===== config.mk =====
export PLATFORM = sky130hd
export DESIGN_NAME = escaped_frame_receiver
export DESIGN_NICKNAME = d
export VERILOG_FILES = /design/src/rtl/efr_pkg.sv /design/src/rtl/escaped_frame_receiver.sv /design/src/rtl/efr_apb_regs.sv /design/src/rtl/efr_deframe_core.sv
export SDC_FILE = /design/constraint.sdc
export NUM_CORES = 1
export LEC_CHECK = 0
export BUFFER_PORTS_ARGS = -buffer_cell sky130_fd_sc_hd__buf_2
export CAP_MARGIN = 20
export CORE_MARGIN = 10
export CORE_UTILIZATION = 57
export CTS_CLUSTER_DIAMETER = 40
export DETAILED_ROUTE_END_ITERATION = 16
export PLACE_DENSITY = 0.84
export SYNTH_ARGS = -nofsm -noshare
export SYNTH_HDL_FRONTEND = slang
export SYNTH_SLANG_ARGS = --single-unit

===== constraint.sdc =====
create_clock -name clk -period 5.9 [get_ports clk]
set_input_delay 1.18 -clock clk [delete_from_list [all_inputs] [get_ports clk]]
set_output_delay 1.18 -clock clk [all_outputs]
set_load 0.05 [all_outputs]

===== src/rtl/efr_pkg.sv =====
// ----------------------------------------------------------------------------
// efr_pkg: shared types and constants for the escaped frame receiver
// Holds register codes, reset values and the structs passed between modules.
// ----------------------------------------------------------------------------
package efr_pkg;

  localparam int unsigned FRAME_CAPACITY = 128;

  localparam logic [7:0] NO_FRAME = 8'hFF;

  // register reset values
  localparam logic [7:0] START_CODE_RST      = 8'hF1;
  localparam logic [7:0] ESCAPE_CODE_RST     = 8'hF2;
  localparam logic [3:0] LENGTH_POSITION_RST = 4'd3;
  localparam logic [7:0] LENGTH_OVERHEAD_RST = 8'd6;

  // register indexes (word address bits)
  localparam logic [1:0] REG_START_CODE      = 2'd0;
  localparam logic [1:0] REG_ESCAPE_CODE     = 2'd1;
  localparam logic [1:0] REG_LENGTH_POSITION = 2'd2;
  localparam logic [1:0] REG_LENGTH_OVERHEAD = 2'd3;

  typedef struct packed {
    logic [7:0] start_code;
    logic [7:0] escape_code;
    logic [3:0] length_position;
    logic [7:0] length_overhead;
  } efr_cfg_t;

  typedef struct packed {
    logic       byte_valid;
    logic [7:0] frame_byte;
    logic [6:0] byte_index;
    logic       frame_started;
    logic       frame_done;
    logic [7:0] frame_length;
  } efr_result_t;

endpackage


===== src/rtl/escaped_frame_receiver.sv =====
// ----------------------------------------------------------------------------
// escaped_frame_receiver: byte-stuffing deframer with a length field
// Turns received line bytes into frame bytes, one result word per input word.
// ----------------------------------------------------------------------------
// Each input word is either a line byte (tuser = 0) or a release (tuser = 1)
// and produces exactly one result word. A word is taken every cycle unless
// the output stalls: it lands in an input register, and when the core steps
// the deframing state is updated from it while the result goes into an
// output register, so throughput is one word per cycle while the output is
// not stalled by its sink. Backpressure on the output stalls the
// input register, and the output register keeps a finished result while the
// next word is already accepted. The start code restarts a frame, the escape
// code is dropped and inverts the following byte, and a frame completes when
// the stored byte count reaches length byte plus overhead; after that line
// bytes are ignored until a release word. Registers (4-byte spacing):
// 0x0 start_code, 0x4 escape_code, 0x8 length_position, 0xC length_overhead.
// Write the registers only while no word is in flight.
module escaped_frame_receiver #(
  parameter int unsigned FRAME_CAPACITY = efr_pkg::FRAME_CAPACITY
) (
  input  logic        clk,
  input  logic        rst_n,
  // input stream
  input  logic        in_tvalid,
  output logic        in_tready,
  input  logic [7:0]  in_tdata,   // [7:0] line_byte
  input  logic        in_tuser,   // [0] func
  // result stream
  output logic        out_tvalid,
  input  logic        out_tready,
  output logic [31:0] out_tdata,  // [7:0] frame_byte, [14:8] byte_index,
                                  // [15] frame_started, [16] frame_done,
                                  // [24:17] frame_length, [31:25] zero
  output logic        out_tuser,  // [0] byte_valid
  // configuration port
  input  logic        cfg_psel,
  input  logic        cfg_penable,
  input  logic        cfg_pwrite,
  input  logic [3:0]  cfg_paddr,
  input  logic [31:0] cfg_pwdata,
  output logic [31:0] cfg_prdata,
  output logic        cfg_pready
);

  efr_pkg::efr_cfg_t    cfg;
  efr_pkg::efr_result_t core_res;

  // input register
  logic       in_v_r;
  logic       in_func_r;
  logic [7:0] in_byte_r;

  // output register
  logic                 out_v_r;
  efr_pkg::efr_result_t out_res_r;

  logic advance;

  // the core steps whenever a word is held and the output register can take its result
  assign advance   = in_v_r & (~out_v_r | out_tready);
  assign in_tready = ~in_v_r | advance;

  efr_apb_regs u_regs (
    .clk         (clk),
    .rst_n       (rst_n),
    .cfg_psel    (cfg_psel),
    .cfg_penable (cfg_penable),
    .cfg_pwrite  (cfg_pwrite),
    .cfg_paddr   (cfg_paddr),
    .cfg_pwdata  (cfg_pwdata),
    .cfg_prdata  (cfg_prdata),
    .cfg_pready  (cfg_pready),
    .cfg_o       (cfg)
  );

  efr_deframe_core #(
    .FRAME_CAPACITY (FRAME_CAPACITY)
  ) u_core (
    .clk       (clk),
    .rst_n     (rst_n),
    .step_en   (advance),
    .func      (in_func_r),
    .line_byte (in_byte_r),
    .cfg       (cfg),
    .res       (core_res)
  );

  // input stage control
  always_ff @(posedge clk) begin
    if (!rst_n) begin
      in_v_r <= 1'b0;
    end else if (in_tready) begin
      in_v_r <= in_tvalid;
    end
  end

  // input payload, no reset needed
  always_ff @(posedge clk) begin
    if (in_tvalid && in_tready) begin
      in_func_r <= in_tuser;
      in_byte_r <= in_tdata;
    end
  end

  // output stage control
  always_ff @(posedge clk) begin
    if (!rst_n) begin
      out_v_r <= 1'b0;
    end else if (advance) begin
      out_v_r <= 1'b1;
    end else if (out_tready) begin
      out_v_r <= 1'b0;
    end
  end

  always_ff @(posedge clk) begin
    if (advance) begin
      out_res_r <= core_res;
    end
  end

  assign out_tvalid = out_v_r;
  assign out_tuser  = out_res_r.byte_valid;
  assign out_tdata  = {7'd0,
                       out_res_r.frame_length,
                       out_res_r.frame_done,
                       out_res_r.frame_started,
                       out_res_r.byte_index,
                       out_res_r.frame_byte};

  // ready only drops when both stages hold a word and the sink stalls
  a_ready_drop: assert property (@(posedge clk) disable iff (!rst_n)
    !in_tready |-> (in_v_r && out_v_r && !out_tready))
    else $error("input stalled without a full pipeline");

  // a stepped word always shows up at the output next cycle
  a_step_out: assert property (@(posedge clk) disable iff (!rst_n)
    advance |=> out_v_r)
    else $error("core step lost its result");

  // a stored byte leaves the frame count one past its index
  a_len_idx: assert property (@(posedge clk) disable iff (!rst_n)
    (out_v_r && out_res_r.byte_valid) |->
      (out_res_r.frame_length[6:0] == out_res_r.byte_index + 7'd1))
    else $error("frame length does not follow byte index");

  // a start code opens an empty, incomplete frame
  a_start: assert property (@(posedge clk) disable iff (!rst_n)
    (out_v_r && out_res_r.frame_started) |->
      (!out_res_r.byte_valid && !out_res_r.frame_done &&
       out_res_r.frame_length == 8'd0))
    else $error("start code result inconsistent");

endmodule


===== src/rtl/efr_apb_regs.sv =====
// ----------------------------------------------------------------------------
// efr_apb_regs: configuration register file
// APB-style write/read access to the four deframer control registers.
// ----------------------------------------------------------------------------
module efr_apb_regs (
  input  logic                 clk,
  input  logic                 rst_n,
  input  logic                 cfg_psel,
  input  logic                 cfg_penable,
  input  logic                 cfg_pwrite,
  input  logic [3:0]           cfg_paddr,
  input  logic [31:0]          cfg_pwdata,
  output logic [31:0]          cfg_prdata,
  output logic                 cfg_pready,
  output efr_pkg::efr_cfg_t    cfg_o
);

  efr_pkg::efr_cfg_t cfg_r;
  efr_pkg::efr_cfg_t cfg_nxt;
  logic              wr_en;
  logic [1:0]        reg_sel;

  assign cfg_pready = 1'b1;
  assign wr_en      = cfg_psel & cfg_penable & cfg_pwrite & cfg_pready;
  assign reg_sel    = cfg_paddr[3:2];
  assign cfg_o      = cfg_r;

  always_comb begin
    cfg_nxt = cfg_r;
    if (wr_en) begin
      case (reg_sel)
        efr_pkg::REG_START_CODE:      cfg_nxt.start_code      = cfg_pwdata[7:0];
        efr_pkg::REG_ESCAPE_CODE:     cfg_nxt.escape_code     = cfg_pwdata[7:0];
        efr_pkg::REG_LENGTH_POSITION: cfg_nxt.length_position = cfg_pwdata[3:0];
        efr_pkg::REG_LENGTH_OVERHEAD: cfg_nxt.length_overhead = cfg_pwdata[7:0];
        default:                      cfg_nxt = cfg_r;
      endcase
    end
  end

  always_comb begin
    case (reg_sel)
      efr_pkg::REG_START_CODE:      cfg_prdata = {24'd0, cfg_r.start_code};
      efr_pkg::REG_ESCAPE_CODE:     cfg_prdata = {24'd0, cfg_r.escape_code};
      efr_pkg::REG_LENGTH_POSITION: cfg_prdata = {28'd0, cfg_r.length_position};
      efr_pkg::REG_LENGTH_OVERHEAD: cfg_prdata = {24'd0, cfg_r.length_overhead};
      default:                      cfg_prdata = 32'd0;
    endcase
  end

  always_ff @(posedge clk) begin
    if (!rst_n) begin
      cfg_r.start_code      <= efr_pkg::START_CODE_RST;
      cfg_r.escape_code     <= efr_pkg::ESCAPE_CODE_RST;
      cfg_r.length_position <= efr_pkg::LENGTH_POSITION_RST;
      cfg_r.length_overhead <= efr_pkg::LENGTH_OVERHEAD_RST;
    end else begin
      cfg_r <= cfg_nxt;
    end
  end

endmodule


===== src/rtl/efr_deframe_core.sv =====
// ----------------------------------------------------------------------------
// efr_deframe_core: per-word deframing state and result logic
// Holds write index, previous line byte, length field and completion flag.
// ----------------------------------------------------------------------------
module efr_deframe_core #(
  parameter int unsigned FRAME_CAPACITY = efr_pkg::FRAME_CAPACITY
) (
  input  logic                  clk,
  input  logic                  rst_n,
  input  logic                  step_en,
  input  logic                  func,
  input  logic [7:0]            line_byte,
  input  efr_pkg::efr_cfg_t     cfg,
  output efr_pkg::efr_result_t  res
);

  localparam logic [7:0] CAP = 8'(FRAME_CAPACITY);

  logic [7:0] write_index_r,  write_index_nxt;
  logic [7:0] prev_byte_r,    prev_byte_nxt;
  logic [7:0] length_field_r, length_field_nxt;
  logic       complete_r,     complete_nxt;

  logic [7:0] unesc_byte;
  logic [7:0] wi_inc;
  logic [8:0] done_total;

  assign unesc_byte = (prev_byte_r == cfg.escape_code) ? ~line_byte : line_byte;
  assign wi_inc     = write_index_r + 8'd1;

  always_comb begin
    write_index_nxt  = write_index_r;
    prev_byte_nxt    = prev_byte_r;
    length_field_nxt = length_field_r;
    complete_nxt     = complete_r;
    res              = '0;
    done_total       = '0;

    if (func) begin
      complete_nxt    = 1'b0;
      write_index_nxt = efr_pkg::NO_FRAME;
    end else if (!complete_r) begin
      if (line_byte == cfg.start_code) begin
        write_index_nxt   = 8'd0;
        res.frame_started = 1'b1;
      end else if (line_byte != cfg.escape_code && write_index_r < CAP) begin
        res.byte_valid = 1'b1;
        res.frame_byte = unesc_byte;
        res.byte_index = write_index_r[6:0];
        if (write_index_r == {4'd0, cfg.length_position}) begin
          length_field_nxt = unesc_byte;
        end
        write_index_nxt = wi_inc;
        done_total      = {1'b0, length_field_nxt} + {1'b0, cfg.length_overhead};
        if ({1'b0, wi_inc} == done_total) begin
          complete_nxt = 1'b1;
        end
      end
      prev_byte_nxt = line_byte;
    end

    res.frame_done   = complete_nxt;
    res.frame_length = (write_index_nxt == efr_pkg::NO_FRAME) ? 8'd0 : write_index_nxt;
  end

  always_ff @(posedge clk) begin
    if (!rst_n) begin
      write_index_r  <= efr_pkg::NO_FRAME;
      prev_byte_r    <= 8'd0;
      length_field_r <= 8'd0;
      complete_r     <= 1'b0;
    end else if (step_en) begin
      write_index_r  <= write_index_nxt;
      prev_byte_r    <= prev_byte_nxt;
      length_field_r <= length_field_nxt;
      complete_r     <= complete_nxt;
    end
  end

endmodule

## Word level (Yosys, flattened, before mapping)

Index checks and enable logic that the tools add are counted.

| storage, ports and cells | value |
|---|---|
| input bits | 52 |
| register bits | 90 |
| output and inout port bits | 68 |

| cells by class | value |
|---|---|
| bitwise gates (word level) | 12 |
| reduce and logical (&&, ||, !) cells | 13 |
| $lt $le $gt $ge | 1 |
| add/subtract/negate cells | 2 |
| muxes and demuxes | 20 |
| eq/ne operators | 9 |

Operator list:

| cell | count |
|---|---|
| $pmux 32 s4 | 1 |
| $mux 8 | 10 |
| $eq 8x8->1 | 2 |
| $mux 16 | 1 |
| $add 8x8->9 | 1 |
| $eq 8x9->1 | 1 |
| $add 8x1->8 const B | 1 |
| $eq 8x4->1 | 1 |
| $eq 8x8->1 const B | 1 |
| $lt 8x8->1 const B | 1 |
| $mux 1 | 8 |
| $ne 8x8->1 | 1 |
| $not 8->8 | 1 |
| $reduce_and 2->1 | 4 |
| $not 1->1 | 6 |
| $reduce_and 5->1 | 1 |
| $eq 2x2->1 const B | 2 |
| $reduce_or 4->1 | 1 |
| $and 1x1->1 | 3 |
| $reduce_and 3->1 | 1 |
| $reduce_or 3->1 | 1 |
| $eq 2x1->1 const B | 1 |
| $logic_and 1x1->1 | 2 |
| $logic_not 2->1 | 1 |
| other kinds (3) | 4 |

## Longest topological paths before layout

| logic depth | value |
|---|---|
| depth in word-level cells | 14 |
| gate-level depth with buffers | 14 |
| gate-level depth less buffers | 14 |

## By module

A second synthesis with hierarchy kept.

| second synthesis, totals | value |
|---|---|
| cells, all modules | 499 |
| area, all modules | 5191.2 µm² |

Modules (own cells, without submodules):

| module | sequential area each (µm²) | times used | area each (µm²) | cells an instance |
|---|---|---|---|---|
| efr_deframe_core | 500.5 | 1 | 2436.1 | 289 |
| efr_apb_regs | 560.5 | 1 | 1544.0 | 158 |
| escaped_frame_receiver | 1091.0 | 1 | 1211.2 | 52 |

## Worst setup path after synthesis

OpenSTA, ideal clock, no wires.

| path | value |
|---|---|
| path kind | input port to output port |
| start | input port cfg_paddr[2] |
| end | output port cfg_prdata[4] |
| buffers on the path | 2 |
| stages on the path | 4 |
| path slack | 1637 ps |
| data required time | 4720 ps |
| data arrival time | 3083 ps |
| path through | clkbuf_1 > buf_1 > mux2i_1 > o21ai_0 |

| between the ends | value |
|---|---|
| word-level cells in the longest chain between the ends | 2 |

RTL lines:

| what | line | source |
|---|---|---|
| start: declaration | escaped_frame_receiver.sv:39 | `input logic [3:0] cfg_paddr,` |
| $eq 2x2->1, or another cell as far along | efr_apb_regs.sv:42 | `case (reg_sel)` |
| $pmux 32 s4 * | efr_apb_regs.sv:42 |  |
| end: declaration | escaped_frame_receiver.sv:41 | `output logic [31:0] cfg_prdata,` |

Every way passes the cells marked *; elsewhere a longest branch is shown, timed or not. The select of a mux whose other input is x is not followed.

## Final worst setup path

| path | value |
|---|---|
| start | register u_core.write_index_r[4] |
| end | register out_res_r, in the netlist out_tdata[16] (data pin) |

| between the ends | value |
|---|---|
| word-level cells in the longest chain between the ends | 13 |

RTL lines:

| what | line | source |
|---|---|---|
| start: declaration | efr_deframe_core.sv:19 | `logic [7:0] write_index_r, write_index_nxt;` |
| start signal: assignment | efr_deframe_core.sv:68 | `write_index_r <= efr_pkg::NO_FRAME;` |
| start signal: assignment | efr_deframe_core.sv:73 | `write_index_r <= write_index_nxt;` |
| $eq 8x4->1 | efr_deframe_core.sv:50 | `if (write_index_r == {4'd0, cfg.length_position}) begin` |
| $mux 8 | efr_deframe_core.sv:50 |  |
| $mux 8 | efr_deframe_core.sv:46 | `end else if (line_byte != cfg.escape_code && write_index_r < CAP) begin` |
| $mux 8 | efr_deframe_core.sv:43 | `if (line_byte == cfg.start_code) begin` |
| $mux 8 | efr_deframe_core.sv:42 | `end else if (!complete_r) begin` |
| $mux 8 | efr_deframe_core.sv:39 | `if (func) begin` |
| $add 8x8->9 | efr_deframe_core.sv:54 | `done_total = {1'b0, length_field_nxt} + {1'b0, cfg.length_overhead};` |
| $eq 8x9->1 | efr_deframe_core.sv:55 | `if ({1'b0, wi_inc} == done_total) begin` |
| $mux 1 | efr_deframe_core.sv:55 |  |
| $mux 1 * | efr_deframe_core.sv:46 |  |
| $mux 1 * | efr_deframe_core.sv:43 |  |
| $mux 1 * | efr_deframe_core.sv:42 |  |
| $mux 1 * | efr_deframe_core.sv:39 |  |
| via u_core.complete_nxt | efr_deframe_core.sv:22 | `logic complete_r, complete_nxt;` |
| end signal: assignment | escaped_frame_receiver.sv:118 | `out_res_r <= core_res;` |
| end: declaration | escaped_frame_receiver.sv:55 | `efr_pkg::efr_result_t out_res_r;` |

The timed path passes the listed nets; every way through them passes the cells marked *. The select of a mux whose other input is x is not followed.
A chain may end at the register's enable or synchronous reset.

==> qor.txt <==
Synth Area per Inst -> 10.04 µm²
Worst slew margin -> 0.3515
Antenna Nets Post-Route -> 0
Setup Fix Bufs, Post-CTS -> 0
post-route setup TNS -> 0 ps
Final Power -> 1.446 mW
H-Tree Depth -> 3
cts repair resizes -> 0
vias in the first global route -> 3797
synth unique cells -> 62
IO Port Bufs -> 61
First-pass DRT Iterations -> 5
fin. max-slew vios -> 0
CP max FO -> 10
post-synthesis sequential area ratio -> 0.4204
Peak VDD IR -> 0.1584 mV
routed wire length -> 11.57 mm
Top Ports -> 120
Post-DP Area -> 0.005306 mm²
Post-synth top flop -> dfxtp_1
Global Route Usage Sum -> 0.1743
Hold Violations, Final -> 0
Area Overhead vs Synth -> 8.580%
chip width -> 114.8 µm
layout net count -> 618
CP Data Required Time -> 6100 ps
layout filler cell count -> 685
Data arrival, critical path -> 4370 ps
CTS sink count -> 90
share of flip-flops with an asynchronous set or reset -> 0
clock latency on the worst-skew pair -> 360 ps
CTS tree -> built
routability cong. -> 0.9003
Mapped Cells -> 510
Die Span Y -> 114.8 µm
first-pass GRT wire length -> 18.83 mm
worst min path class -> flop to flop
Pwr Density -> 260.1 mW/mm²
clk_skew -> 10.84 ps
largest net degree at the start of global routing -> 56
Synth Cell Area -> 0.005119 mm²
CTS clk-pin slew, worst paths -> 90 ps
number of synthesized flops with an enable pin -> 35
post-layout min period -> 4163 ps
Vias/cell -> 5.703
Initial Utilization -> 0.5869
Max Fclk -> 240.2 MHz
vias after detailed routing -> 3804
CP Class -> flop to flop
Rows -> 34
Synth Warn # -> 0
mean routed wirelength per cell -> 17.35 µm
run status -> complete, no violations
leakage -> 2.201 nW
Setup violations, final -> 0
RSZ-0062 raised after global routing -> no
startpoint types -> flop
Final Util -> 0.6373
DP HPWL -> 8.723 mm
total CTS buffers -> 9
Hold-fix buffers, CTS -> 0
initial antenna violation count -> 0
Setup crit end kind -> flop
die footprint -> 0.01317 mm²
core area -> 0.008721 mm²
layout cells sized above 1 -> 0.1968
synthesized flop and latch total -> 90
Max Cap Violations -> 0
Post-route DRC -> 0
fin crit share -> 0.7057
# diodes -> 0
Overflow after GRT -> 0
Root Driver -> clkbuf_8
Worst-Margin Slew -> 965.3 ps
CTS Buffer Depth -> 2
DR iter-0 viols -> 306
cell area after layout -> 0.005558 mm²
sequential cells by signal, summed over array words and instances, names as in the netlist:
signal                 count
u_regs.cfg_o              28
out_tdata                 25
in_byte_r                  8
u_core.length_field_r      8
u_core.prev_byte_r         8
u_core.write_index_r       8
in_func_r                  1
in_v_r                     1
out_tuser                  1
out_tvalid                 1
u_core.complete_r          1
per-stage QoR:
| step | setup WS [ps] | instances | hold WS (ps) |
|---|---|---|---|
| after floorplan | 1637 | 540 | 455.3 |
| after global placement | 1879 | 650 | 466.4 |
| after detailed placement | 1812 | 650 | 471.4 |
| after CTS | 1781 | 666 | 482.3 |
| after global routing | 1508 | 667 | 502.9 |
| final | 1737 | 667 | 478.6 |
path summary, 6_finish.rpt:
| kind | startpoint | to | slack, ps | cells past startpoint |
|---|---|---|---|---|
| max | u_core.write_index_r[4] | out_tdata[16] | 1740 | 13 |
| max reg2reg | u_core.write_index_r[4] | out_tdata[16] | 1740 | 13 |
| min | u_core.prev_byte_r[3] | u_core.prev_byte_r[3] | 480 | 2 |
| min reg2reg | u_core.prev_byte_r[3] | u_core.prev_byte_r[3] | 480 | 2 |
cell type report:
cell class | count | area, µm² | area share
timing repair buffer | 63 | 340.3 | 0.06123
sequential | 90 | 2152 | 0.3872
inverter | 6 | 22.52 | 0.004052
multi-input combinational | 384 | 2684 | 0.4829
tap | 108 | 135.1 | 0.02431
clock inverter | 6 | 86.33 | 0.01553
clock buffer | 10 | 137.6 | 0.02476
synthesized netlist by cell type (all sizes together), types with 2 or more instances:
cell    number  area [µm²]
o21ai       12       60.05
a21boi      13       97.59
buf         44       312.8
ha          11       137.6
conb         2       7.510
or2          4       25.03
nand2       64       240.2
o211ai       7       52.55
a21oi       16       80.08
nor2        18       77.58
mux2i       30       300.3
clkbuf      16       60.06
nor2b       27       168.9
inv          6       22.52
o221ai       2       17.52
a211oi       4       30.03
nand4        4       25.02
xor2        20       175.2
nor4         8       92.58
edfxtp      35        1051
nand2b       3       18.77
nor3         3       20.02
nand3       20       100.1
a221oi       3       32.53
xnor2       34       297.8
and2         8       50.05
dfxtp       55        1101
or3          3       18.77
a31oi        2       12.51
mux4         4       90.09
mux2         9       101.4
a21o         6       52.55
worst max-delay path, cell delays in order (launching register included):
cell,delay (ps)
dfxtp_1,440
nor4_1,310
nand2_1,120
nor4_4,610
mux2_2,420
ha_1,210
fa_1,410
a21o_1,180
a21oi_1,260
o21ai_0,180
mux2_2,300
nor4_1,260
a21oi_1,130
nor2_1,170
logic make-up after synthesis:
family | after synthesis | synth area share
AOI/OAI and AO/OA | 77 | 0.1100
xor gates and xnor gates | 54 | 0.09240
adders and majority gates | 12 | 0.03080
buffers and inverters | 66 | 0.07724
DFF | 90 | 0.4204
muxes | 43 | 0.09607
other | 2 | 0.001467
and+or+nand+nor | 166 | 0.1716
cell usage in the layout (no fill, tap or decap), types with 5 or more instances in the layout:
cell type,netlist,final
nand3_1,20,20
conb_1,2,32
dfxtp_1,55,55
buf_2,7,61
nand2_1,64,64
inv_1,5,5
nor2b_1,27,27
mux2_2,9,9
edfxtp_1,35,35
and2_1,8,8
a21oi_1,16,16
ha_1,11,11
o21ai_0,11,11
mux2i_1,30,30
clkbuf_8,0,10
nor2_1,16,16
o211ai_1,7,7
xnor2_1,34,34
a21boi_0,13,13
a21o_1,5,5
xor2_1,20,20
power breakdown:
part / total, mW / internal [mW] / switching [mW] / leakage, nW
Combinational: 0.273 / 0.0819 / 0.191 / 1.30
Sequential: 0.699 / 0.674 / 0.0252 / 0.780
Clock: 0.473 / 0.252 / 0.222 / 0.118
Total: 1.45 / 1.01 / 0.438 / 2.20
layer usage:
| layer | vias to the layer above | GRT usage | share of wire |
|---|---|---|---|
| met1 | 1796 | 0.2175 | 0.42 |
| met2 | 177 | 0.2899 | 0.49 |
| met3 | 20 | 0.04375 | 0.079 |
| met4 | 0 | 0.05528 | 0.017 |
| met5 | - | 0 | 0 |
| li1 | 1811 | - | - |
No activity file was read; power rests on OpenSTA's default activity.
